[config.mk]
export PLATFORM = sky130hd
export DESIGN_NAME = vpd_scale
export DESIGN_NICKNAME = d
export VERILOG_FILES = /design/src/vpd_pkg.sv /design/src/vpd_scale.sv
export SDC_FILE = /design/constraint.sdc
export NUM_CORES = 2
export LEC_CHECK = 0
export BUFFER_PORTS_ARGS = -buffer_cell sky130_fd_sc_hd__buf_2
export CORE_UTILIZATION = 45
export DETAILED_ROUTE_END_ITERATION = 16
export PLACE_DENSITY_LB_ADDON = 0.1
export SYNTH_ARGS = -nofsm -noshare
export SYNTH_HDL_FRONTEND = slang
export SYNTH_SLANG_ARGS = --single-unit
[constraint.sdc]
create_clock -name clk -period 10 [get_ports clk]
set_input_delay 2 -clock clk [delete_from_list [all_inputs] [get_ports clk]]
set_output_delay 2 -clock clk [all_outputs]
set_load 0.05 [all_outputs]
[src/vpd_pkg.sv]
// Shared constants, tables and stage payload types for the vapor pressure
// deficit datapath. No dependencies.
`default_nettype none
package vpd_pkg;

  localparam int TEMP_W = 12;
  localparam int HUM_W  = 10;
  localparam int DEF_W  = 18;
  localparam int IN_TDATA_W  = 24;
  localparam int OUT_TDATA_W = 24;

  localparam int FRAC  = 28;
  localparam int Q_W   = 31;   // quotient bits of the exponent division
  localparam int DEN_W = 19;
  localparam int NUM_W = 51;
  localparam int X_W   = 32;
  localparam int R_W   = 28;
  localparam int T_W   = 29;   // series term, first term is 1.0
  localparam int E_W   = 30;
  localparam int K_W   = 4;
  localparam int C_W   = 26;
  localparam int P_W   = 56;
  localparam int Y_W   = 36;
  localparam int V_W   = 30;
  localparam int M_W   = 61;
  localparam int TERMS = 12;
  localparam int K_BIAS = 6;
  localparam int SHIFT_BASE = FRAC + K_BIAS;
  localparam int RECIP_SHIFT = 32;
  localparam int DIV_SHIFT   = 42;

  localparam logic signed [TEMP_W-1:0] TEMP_MIN = -12'sd400;
  localparam logic signed [TEMP_W-1:0] TEMP_MAX = 12'sd1250;
  localparam logic [HUM_W-1:0] HUM_MAX = 10'd1000;

  localparam logic [X_W-1:0] LN2    = 32'd186065279;
  localparam logic [X_W-1:0] X_BIAS = 32'd1116391674;   // K_BIAS * LN2
  localparam logic [T_W-1:0] ONE_Q  = 29'h1000_0000;
  localparam logic [15:0]    SAT_PA = 16'd61078;
  localparam logic [30:0]    RECIP_3125 = 31'd1407374884;
  localparam logic [Y_W-1:0] ROUND_HALF = 36'd50000;
  localparam logic [DEF_W-1:0] OUT_MAX = 18'h3FFFF;

  // ceil(2^32 / i) for series divisors 1..12; entry for 1 is a bypass
  localparam logic [31:0] RECIP [TERMS] = '{
    32'd0,          32'd2147483648, 32'd1431655766, 32'd1073741824,
    32'd858993460,  32'd715827883,  32'd613566757,  32'd536870912,
    32'd477218589,  32'd429496730,  32'd390451573,  32'd357913942
  };

  typedef struct packed {
    logic [Q_W-1:0]   q;
    logic             neg;
    logic [HUM_W-1:0] hum;
  } div_out_t;

  typedef struct packed {
    logic [E_W-1:0]   e;
    logic [K_W-1:0]   kb;
    logic [HUM_W-1:0] hum;
  } exp_out_t;

endpackage
`default_nettype wire

[src/vpd_scale.sv]
// Scaling by saturation pressure and dryness, power of two, and rounded
// division down to pascals. Depends on vpd_pkg.
`default_nettype none
module vpd_scale
  import vpd_pkg::*;
(
  input  wire logic        clk,
  input  wire logic        rst,
  input  wire logic        en,
  input  wire logic        in_valid,
  input  wire exp_out_t    in,
  output logic             out_valid,
  output logic [DEF_W-1:0] deficit_pa
);

  logic             v1, v2, v3, v4, v5;
  logic [C_W-1:0]   c1;
  logic [E_W-1:0]   e1;
  logic [K_W-1:0]   k1, k2;
  logic [P_W-1:0]   p2;
  logic [V_W-1:0]   z3;
  logic [M_W-1:0]   m4;
  logic [DEF_W-1:0] d5;

  logic [5:0]     sh;
  logic [P_W-1:0] p_sh;
  logic [Y_W-1:0] y_r;
  logic [M_W-DIV_SHIFT-1:0] q19;

  always_comb begin
    sh   = 6'(SHIFT_BASE) - 6'(k2);
    p_sh = p2 >> sh;
    y_r  = p_sh[Y_W-1:0] + ROUND_HALF;
    q19  = m4[M_W-1:DIV_SHIFT];
  end

  always_ff @(posedge clk) begin
    if (rst) begin
      v1 <= 1'b0;
      v2 <= 1'b0;
      v3 <= 1'b0;
      v4 <= 1'b0;
      v5 <= 1'b0;
    end else if (en) begin
      v1 <= in_valid;
      v2 <= v1;
      v3 <= v2;
      v4 <= v3;
      v5 <= v4;
    end
    if (en) begin
      c1 <= C_W'(C_W'(HUM_MAX - in.hum) * C_W'(SAT_PA));
      e1 <= in.e;
      k1 <= in.kb;
      p2 <= P_W'(e1) * P_W'(c1);
      k2 <= k1;
      // divide by 100000 as a shift by 5 and a divide by 3125
      z3 <= y_r[V_W+4:5];
      m4 <= M_W'(z3) * M_W'(RECIP_3125);
      d5 <= (q19 > M_W'(OUT_MAX)) ? OUT_MAX : q19[DEF_W-1:0];
    end
  end

  assign out_valid  = v5;
  assign deficit_pa = d5;

endmodule
`default_nettype wire

==> results_dict.tcl <==
set metrics [dict create \
    status "finished, final reports clean" \
    reg2reg_to "p2[41]$_DFFE_PP_" \
    path_buf_inv 6 \
    die_height_um 341 \
    setup_viol 0 \
    drive_above_1_share_pct 5.82 \
    drt_iter0_drc 1825 \
    diodes 0 \
    worst-endpoint-required_ns 10.31 \
    synth-seq-area-share_pct 10.6 \
    post_cts_resized 0 \
    setup-tns-final_ns 0 \
    place_area_mm2 0.0537 \
    crit_cells 25 \
    endpoint "p2[41]$_DFFE_PP_" \
    clockBufferDepth 2 \
    cp-end-kind "flip-flop" \
    cpMaxStageDelayCell "edfxtp_1" \
    met1_usage_pct 33.9 \
    cts-root-buf "clkbuf_16" \
    htreeDepth 4 \
    grt_use_total_pct 24.5 \
    holdBufCountCts 0 \
    use_met2_pct 41.2 \
    ant_nets 0 \
    worst_slew_pin_slew_ns 1.23 \
    ys_ff_latch 184 \
    grt_pass1_vias 37700 \
    grt_setup_unrepaired "false" \
    min_path_type "reg2reg" \
    critPathLaunchType "flip-flop" \
    final_area_mm2 0.0543 \
    fp.dieW_um 341 \
    clk_pin_slew_ns 0.10 \
    final_common_cell "inv_1" \
    area_delta_synth_final_pct 5.35 \
    synth_flop_cell "edfxtp_1" \
    grt_pass1_wl_um 217000 \
    cts_tree "done" \
    core.rowCount 123 \
    routed_wl_um 134000 \
    coreArea_mm2 0.113 \
    drc 0 \
    finClkSkew_ns 0.0231 \
    r2r_cells 25 \
    fin_nets 6909 \
    final_cell_mix "inv_1, fa_1, ha_1, nand2_1, and2_1" \
    dieArea_mm2 0.116 \
    grt_remaining_overflow 0 \
    hold_viol 0 \
    ios 67 \
    crit_arrival_ns 8.64 \
    clock_latency_ns 0.55 \
    reg2reg_from "c1[6]$_DFFE_PP_" \
    use_met3_pct 2.43 \
    r2r_setup_slack_ns 1.68 \
    vias 34300 \
    fmax_ghz 0.120 \
    synth_edf_count 179 \
    start_util_pct 45.6 \
    fin_util_pct 48.0 \
    synth_nets 6916 \
    syn_inst 5147 \
    worstSetupPathType "reg2reg" \
    synth_area_mm2 0.0516 \
    crit_fanout 16 \
    period_needed_ns 8.32 \
    drt_pass1_iterations 7 \
    synthArstFlopShare_pct 0 \
    ys_types 93 \
    cp_top_family "adder cells" \
    avgViaCountPerCell 5.16 \
    ys_warn_count 0 \
    maxCapViolations 0 \
    crit_path_frequent_cell "fa_1" \
    dp_hpwl_um 108000 \
    gp_congestion 0.904 \
    grt-busiest-layer "met2" \
    grt_antenna_before_repair 1 \
    cts_setup_buffers 0 \
    wl_per_cell_um 20.2 \
    max_slew_margin_pct 18.2 \
    numCtsBuffers 17 \
    post_synth.cell_area_avg_um2 10.0 \
    startpoint "c1[6]$_DFFE_PP_" \
    grt_max_degree 78 \
    report.final.slew_viol_count 0 \
    max_stage_delay_ns 0.98 \
    clock-sinks 184 \
    portBuffers 66 \
    fin_crit_sh_pct 83.2 \
]
## final cells by class
class,count,area (um2)
Clock buffer,17,425
Clock inverter,15,210
Fill cell,10800,58800
Inverter,1331,5000
Multi-Input combinational cell,3446,40300
Sequential cell,184,5480
Tap cell,1500,1880
Timing Repair Buffer,160,1040
## through the flow
stage | instances | hold WS, ns | setup slack [ns]
2_1_floorplan | 5147 | 0.400 | 1.76
3_3_place_gp | 6621 | 0.409 | 1.26
3_5_place_dp | 6621 | 0.405 | 1.11
4_1_cts | 6653 | 0.435 | 1.69
5_1_grt | 6653 | 0.437 | 1.26
6_report | 6653 | 0.433 | 1.68
## flip-flops by register name, summed over array words and instances, names as in the netlist
register	flops
c1	25
deficit_pa	18
e1	30
k1	4
k2	4
m4	19
out_valid	1
p2	49
v1	1
v2	1
v3	1
v4	1
z3	30
## synthesized netlist by cell type, drive strengths merged (8+ instances only)
library cell	count	area share (%)
nand4	23	0.30
mux2	18	0.42
a31oi	21	0.25
and3	9	0.11
xnor2	97	1.7
nand2	449	3.3
and2	412	5.0
xor2	41	0.73
mux2i	39	0.76
o22ai	8	0.11
buf	30	0.43
a21o	61	0.89
nor2b	11	0.13
nor3	31	0.34
ha	668	16
mux4	34	1.5
a211oi	22	0.37
or2	21	0.25
nand3	40	0.39
o21bai	12	0.17
a21oi	104	1.0
clkbuf	156	1.1
o21a	10	0.15
fa	1053	41
o21ai	73	0.75
nand2b	10	0.12
edfxtp	179	10
nor2	93	0.70
inv	1331	9.7
## logic make-up after synthesis
logic type | share of synthesized area [%]
and+or+nand+nor | 11.0
xor gates and xnor gates | 2.47
muxes | 2.66
DFF | 10.6
adders and majority gates | 57.1
AOI/OAI and AO/OA | 4.89
buffers and inverters | 11.3
## routing by layer
metal,wire [um],part of all wire (%)
met1,60600,45
met4,3420,2.5
met5,0,0
met2,65200,49
met3,4920,3.7
## worst min-delay path by stage
stage	startpoint	end	slack [ns]	cells after the start
2_1_floorplan	k1[0]$_DFFE_PP_	k2[0]$_DFFE_PP_	0.40	0
3_3_place_gp	k1[1]$_DFFE_PP_	k2[1]$_DFFE_PP_	0.41	0
3_5_place_dp	k1[3]$_DFFE_PP_	k2[3]$_DFFE_PP_	0.41	0
4_1_cts	k1[3]$_DFFE_PP_	k2[3]$_DFFE_PP_	0.44	0
5_1_grt	k1[3]$_DFFE_PP_	k2[3]$_DFFE_PP_	0.44	0
6_report	k1[2]$_DFFE_PP_	k2[2]$_DFFE_PP_	0.43	0
Power is left out: the tool's default activity adds up to more than one toggle a clock period on the data nets, which glitch-free logic cannot reach.
