===== src/vpd_pkg.sv =====
// Shared constants, tables and stage payload types for the vapor pressure
// deficit datapath. No dependencies.
`default_nettype none
package vpd_pkg;

  localparam int TEMP_W = 12;
  localparam int HUM_W  = 10;
  localparam int DEF_W  = 18;
  localparam int IN_TDATA_W  = 24;
  localparam int OUT_TDATA_W = 24;

  localparam int FRAC  = 28;
  localparam int Q_W   = 31;   // quotient bits of the exponent division
  localparam int DEN_W = 19;
  localparam int NUM_W = 51;
  localparam int X_W   = 32;
  localparam int R_W   = 28;
  localparam int T_W   = 29;   // series term, first term is 1.0
  localparam int E_W   = 30;
  localparam int K_W   = 4;
  localparam int C_W   = 26;
  localparam int P_W   = 56;
  localparam int Y_W   = 36;
  localparam int V_W   = 30;
  localparam int M_W   = 61;
  localparam int TERMS = 12;
  localparam int K_BIAS = 6;
  localparam int SHIFT_BASE = FRAC + K_BIAS;
  localparam int RECIP_SHIFT = 32;
  localparam int DIV_SHIFT   = 42;

  localparam logic signed [TEMP_W-1:0] TEMP_MIN = -12'sd400;
  localparam logic signed [TEMP_W-1:0] TEMP_MAX = 12'sd1250;
  localparam logic [HUM_W-1:0] HUM_MAX = 10'd1000;

  localparam logic [X_W-1:0] LN2    = 32'd186065279;
  localparam logic [X_W-1:0] X_BIAS = 32'd1116391674;   // K_BIAS * LN2
  localparam logic [T_W-1:0] ONE_Q  = 29'h1000_0000;
  localparam logic [15:0]    SAT_PA = 16'd61078;
  localparam logic [30:0]    RECIP_3125 = 31'd1407374884;
  localparam logic [Y_W-1:0] ROUND_HALF = 36'd50000;
  localparam logic [DEF_W-1:0] OUT_MAX = 18'h3FFFF;

  // ceil(2^32 / i) for series divisors 1..12; entry for 1 is a bypass
  localparam logic [31:0] RECIP [TERMS] = '{
    32'd0,          32'd2147483648, 32'd1431655766, 32'd1073741824,
    32'd858993460,  32'd715827883,  32'd613566757,  32'd536870912,
    32'd477218589,  32'd429496730,  32'd390451573,  32'd357913942
  };

  typedef struct packed {
    logic [Q_W-1:0]   q;
    logic             neg;
    logic [HUM_W-1:0] hum;
  } div_out_t;

  typedef struct packed {
    logic [E_W-1:0]   e;
    logic [K_W-1:0]   kb;
    logic [HUM_W-1:0] hum;
  } exp_out_t;

endpackage
`default_nettype wire


===== src/vpd_div.sv =====
// Input clamp and pipelined restoring divider for 17.27*T/(T+237.3) in Q28.
// Depends on vpd_pkg.
`default_nettype none
module vpd_div
  import vpd_pkg::*;
(
  input  wire logic                     clk,
  input  wire logic                     rst,
  input  wire logic                     en,
  input  wire logic                     in_valid,
  input  wire logic signed [TEMP_W-1:0] temperature,
  input  wire logic [HUM_W-1:0]         humidity,
  output logic                          out_valid,
  output div_out_t                      out
);

  logic signed [TEMP_W-1:0] t_c;
  logic [HUM_W-1:0]  h_c;
  logic [10:0]       mag;
  logic signed [12:0] t_sum;
  logic [11:0]       tb;
  logic [DEN_W-1:0]  den_in;
  logic [17:0]       half_in;
  logic [21:0]       prod_in;
  logic [NUM_W-1:0]  num_in;

  always_comb begin
    if (temperature < TEMP_MIN) begin
      t_c = TEMP_MIN;
    end else if (temperature > TEMP_MAX) begin
      t_c = TEMP_MAX;
    end else begin
      t_c = temperature;
    end
    h_c = (humidity > HUM_MAX) ? HUM_MAX : humidity;
    mag = t_c[TEMP_W-1] ? 11'(-t_c) : 11'(t_c);
    t_sum = {t_c[TEMP_W-1], t_c} + 13'sd2373;
    tb = t_sum[11:0];
    den_in = 19'(19'(tb) * 19'd100);
    half_in = 18'(18'(tb) * 18'd50);
    prod_in = 22'(mag) * 22'd1727;
    num_in = {1'b0, prod_in, 28'b0} + NUM_W'(half_in);
  end

  logic [DEN_W-1:0]  rem  [Q_W+1];
  logic [Q_W-1:0]    nlo  [Q_W+1];
  logic [Q_W-1:0]    quo  [Q_W+1];
  logic [DEN_W-1:0]  den  [Q_W+1];
  logic              neg  [Q_W+1];
  logic [HUM_W-1:0]  hum  [Q_W+1];
  logic              vld  [Q_W+1];

  always_ff @(posedge clk) begin
    if (rst) begin
      vld[0] <= 1'b0;
    end else if (en) begin
      vld[0] <= in_valid;
    end
    if (en) begin
      rem[0] <= num_in[NUM_W-2:Q_W];
      nlo[0] <= num_in[Q_W-1:0];
      quo[0] <= '0;
      den[0] <= den_in;
      neg[0] <= t_c[TEMP_W-1];
      hum[0] <= h_c;
    end
  end

  for (genvar s = 1; s <= Q_W; s++) begin : g_stage
    logic [DEN_W:0] trial;
    logic           ge;
    assign trial = {rem[s-1], nlo[s-1][Q_W-1]};
    assign ge    = trial >= {1'b0, den[s-1]};
    always_ff @(posedge clk) begin
      if (rst) begin
        vld[s] <= 1'b0;
      end else if (en) begin
        vld[s] <= vld[s-1];
      end
      if (en) begin
        rem[s] <= ge ? DEN_W'(trial - {1'b0, den[s-1]}) : trial[DEN_W-1:0];
        nlo[s] <= {nlo[s-1][Q_W-2:0], 1'b0};
        quo[s] <= {quo[s-1][Q_W-2:0], ge};
        den[s] <= den[s-1];
        neg[s] <= neg[s-1];
        hum[s] <= hum[s-1];
      end
    end
  end

  assign out_valid = vld[Q_W];
  assign out.q     = quo[Q_W];
  assign out.neg   = neg[Q_W];
  assign out.hum   = hum[Q_W];

endmodule
`default_nettype wire


===== config.mk =====
export PLATFORM = sky130hd
export DESIGN_NAME = vpd_div
export DESIGN_NICKNAME = d
export VERILOG_FILES = /design/src/vpd_pkg.sv /design/src/vpd_div.sv
export SDC_FILE = /design/constraint.sdc
export NUM_CORES = 2
export LEC_CHECK = 0
export ABC_AREA = 1
export BUFFER_PORTS_ARGS = -buffer_cell sky130_fd_sc_hd__buf_4
export CAP_MARGIN = 20
export CORE_AREA = 8 8 537 539
export CTS_BUF_LIST = sky130_fd_sc_hd__clkbuf_16
export DETAILED_ROUTE_END_ITERATION = 10
export DIE_AREA = 0 0 545 547
export GPL_ROUTABILITY_DRIVEN = 0
export GPL_TIMING_DRIVEN = 0
export SYNTH_ARGS = -nofsm -noshare
export SYNTH_HDL_FRONTEND = slang
export SYNTH_SLANG_ARGS = --single-unit

===== constraint.sdc =====
create_clock -name clk -period 9.23 [get_ports clk]
set_clock_uncertainty 0.15 [all_clocks]
set_input_delay 0.923 -clock clk [delete_from_list [all_inputs] [get_ports clk]]
set_output_delay 0.923 -clock clk [all_outputs]
set_load 0.01 [all_outputs]

==> results.py <==
metrics = {
    "power": {
        "switchingPower_mw": 14.9,
        "p_seq_share_pct": 35.5,
        "p_leak_nw": 47.1,
        "intPower_mw": 23.9,
        "power.density_nw_per_um2": 353,
        "ir_drop_mv": 0.382,
        "p_sw_share_pct": 38.4,
        "p_clk_share_pct": 22.6,
        "p_comb_share_pct": 41.8,
    },
    "critical_path": {
        "crit_path_start_kind": "input pin",
        "crit_path_start": "temperature[11]",
        "critical_path.top_delay_family": "adder cells",
        "worstPathMaxFanout": 10,
        "end_kind": "register",
        "worstPathBufferInverterCount": 8,
        "required_ns": 9.75,
        "worstPathArrival_ns": 7.21,
        "slowest_stage": "fa_1",
        "crit-reg2reg-launch": "rem[1][120]$_DFFE_PP_",
        "cpMostUsedCell": "fa_1",
        "critPathMaxStageDelay_ns": 0.56,
        "criticalPathCategory": "input pin to register",
    },
    "grt": {
        "grt_pass1_vias": 61600,
        "antenna_found_initial": 5,
        "grt_max_degree": 192,
        "grt_usage_pct": 12.9,
        "grt_pass1_wl_um": 318000,
        "grt_overflow_total": 0,
    },
    "floorplanning": {
        "die_h_um": 547,
        "start_util_pct": 34.7,
        "fp.coreArea_um2": 280000,
        "fp.dieW_um": 545,
        "dieArea_um2": 298000,
        "row_count": 195,
        "ios": 69,
    },
    "timing": {
        "drv_slew": 0,
        "fmax_mhz": 149,
        "max_slew_margin_pct": 23.5,
        "finalSetupViolations": 0,
        "setup_tns_ns": 0,
        "tightest_slew_ns": 1.15,
        "hold_violations": 0,
        "min_period_ns": 6.69,
        "fin_ws_ns": 2.54,
        "finalCritPeriodShare_pct": 72.5,
        "rsz0062_at_grt": "no",
    },
    "clocking": {
        "post_cts_resized": 0,
        "insertion_delay_ns": 0.88,
        "clockBufferDepth": 4,
        "numClockSinks": 1949,
        "root_buffer": "clkbuf_16",
        "htreeDepth": 4,
        "postCtsSetupBuffers": 0,
        "ctsHoldBuffers": 0,
        "cts_tree": "built",
        "cts_made_buffers": 222,
        "path_clk_slew_ns": 0.06,
    },
    "drt": {
        "drc_errors": 0,
        "drt_iter0_drc": 5031,
        "drtAntennaViolNets": 0,
        "vias_per_cell": 4.77,
        "dr.pass1.iters": 6,
        "wl_um": 197000,
        "avgRoutedWirePerCell_um": 15.2,
        "num_vias": 62000,
    },
    "finish": {
        "syn2layout_area_growth_pct": 13.2,
        "seq_area_um2": 58500,
        "finalInstanceArea_um2": 110000,
        "nNetsFinal": 9811,
        "drive_gt1_share_pct": 5.60,
        "n_fill_cell": 26700,
        "multi_input_area_um2": 32500,
    },
    "logic_synthesis": {
        "syn_area_um2": 97400,
        "ys_seq_elements": 1949,
        "synth_top_cell_by_area": "edfxtp_1",
        "synthCells": 8755,
        "yosys_warnings": 0,
        "synth_flop_cell": "edfxtp_1",
        "ys_types": 54,
        "syn_nets": 9507,
        "synth_edf_count": 1949,
        "avgSynthCellArea_um2": 11.1,
        "synthTopCellsByArea": "edfxtp_1 60%, ha_1 8.2%, inv_1 5.7%",
        "async_reset_ff_share_pct": 0,
        "synth_top_area_share_pct": 60.1,
        "seq_area_frac_synth_pct": 60.1,
    },
    "place": {
        "preCtsSetupSlack_ns": 1.69,
        "dpl_cell_area_um2": 103000,
        "dp_hpwl_um": 144000,
        "port_buffers": 67,
    },
    "status": {
        "outcome": "completed",
    },
    "min_path": {
        "hold_class": "input pin to register",
        "min_from": "humidity[8]",
    },
    "run": {
        "drv_cap": 0,
    },
}
-- state kept, by name (all words and copies together) (netlist names) --
register / count
vld: 32
rem: 537
hum: 320
nlo: 321
quo: 496
neg: 32
den: 211
-- cells in the final DEF, fill, tap and decap left out, types with 224 or more instances in the layout --
cell,n
nand2_1,1355
edfxtp_1,1949
a21oi_1,687
clkbuf_16,224
o21ai_0,530
xor2_1,337
nor2_1,578
nand3_1,235
inv_1,1519
ha_1,639
-- power by group through the flow --
| stage | sequential (mW) | clock, mW | combinational [mW] |
|---|---|---|---|
| global placement | 14.3 | 0 | 15.8 |
| global route | 14.0 | 9.44 | 18.5 |
| finish | 13.8 | 8.79 | 16.3 |
| CTS | 13.8 | 9.13 | 16.2 |
| floorplan | 13.4 | 0 | 12.2 |
| detailed placement | 14.0 | 0 | 16.1 |
-- metal layers --
layer	global-route usage, %	share of wire [%]
met2	21.8	48
met4	4.99	3.9
met3	1.97	5.1
met1	16.5	43
met5	0	0.0066
-- path summary, 6_finish.rpt --
kind,to,slack (ns),cells past startpoint
setup / recovery,rem[0][11]$_DFFE_PP_,2.54,25
hold / removal,hum[0][8]$_SDFFCE_PN1P_,0.19,2
setup reg to reg,rem[1][149]$_DFFE_PP_,5.87,9
hold reg to reg,hum[1][126]$_DFFE_PP_,0.23,0
-- worst register-to-register path, cell delays in order, from the launching register on --
cell and delay [ns]:
edfxtp_1 0.42, ha_1 0.38, a21oi_1 0.19, o21ai_0 0.17, nand2_1 0.09, nand2_1 0.06, a221oi_1 0.31, nand3_1 0.31
clkbuf_1 0.33, o21ai_0 0.66
-- stage by stage --
stage	total power, mW	std cells	utilization [%]	hold WS, ns
floorplan	25.6	8755	-	0.250
global placement	30.1	12600	36.6	0.250
detailed placement	30.1	12600	36.7	0.255
CTS	39.2	13000	39.3	0.108
global route	42.0	13000	39.3	0.123
finish	38.9	13000	39.3	0.190
-- cell usage after synthesis, types with 4 or more instances --
master     number
edfxtp_1     1949
inv_1        1478
nand2_1      1355
a21oi_1       687
ha_1          639
nor2_1        579
o21ai_0       530
xor2_1        337
nand3_1       235
xnor2_1       156
clkbuf_1       93
fa_1           87
nand4_1        85
nor3_1         82
a21o_1         58
o21bai_1       50
nand3b_1       48
buf_4          42
a31oi_1        41
o31ai_1        36
o211ai_1       24
a221oi_1       19
inv_2          16
nor4_1         13
o21a_1         13
a211oi_1       10
a21boi_0       10
nand2_2        10
nand2_4         9
nand3_2         9
buf_2           7
o21ai_1         7
nor2_2          6
o2111ai_1       4
-- layout make-up --
class | count | area share, %
Tap cell | 3743 | 4.25
Inverter | 1495 | 5.09
Buffer | 144 | 0.658
Antenna cell | 1 | 0.00227
Multi-Input combinational cell | 5167 | 29.5
Timing Repair Buffer | 80 | 0.799
Clock buffer | 224 | 5.08
Sequential cell | 1949 | 53.1
Clock inverter | 176 | 1.54
-- cells by family (layout without fill, tap and decap cells) --
family	count (synthesis)	in the layout	synth area share, %
and+or+nand+nor	2447	2447	10.6
DFF	1949	1949	60.1
buffers and inverters	1639	2119	6.51
AOI/OAI and AO/OA	1500	1500	8.42
adders and majority gates	726	726	10.0
xor gates and xnor gates	493	493	4.43
other	1	2	0.00385
(Power assumes the default switching activity.)
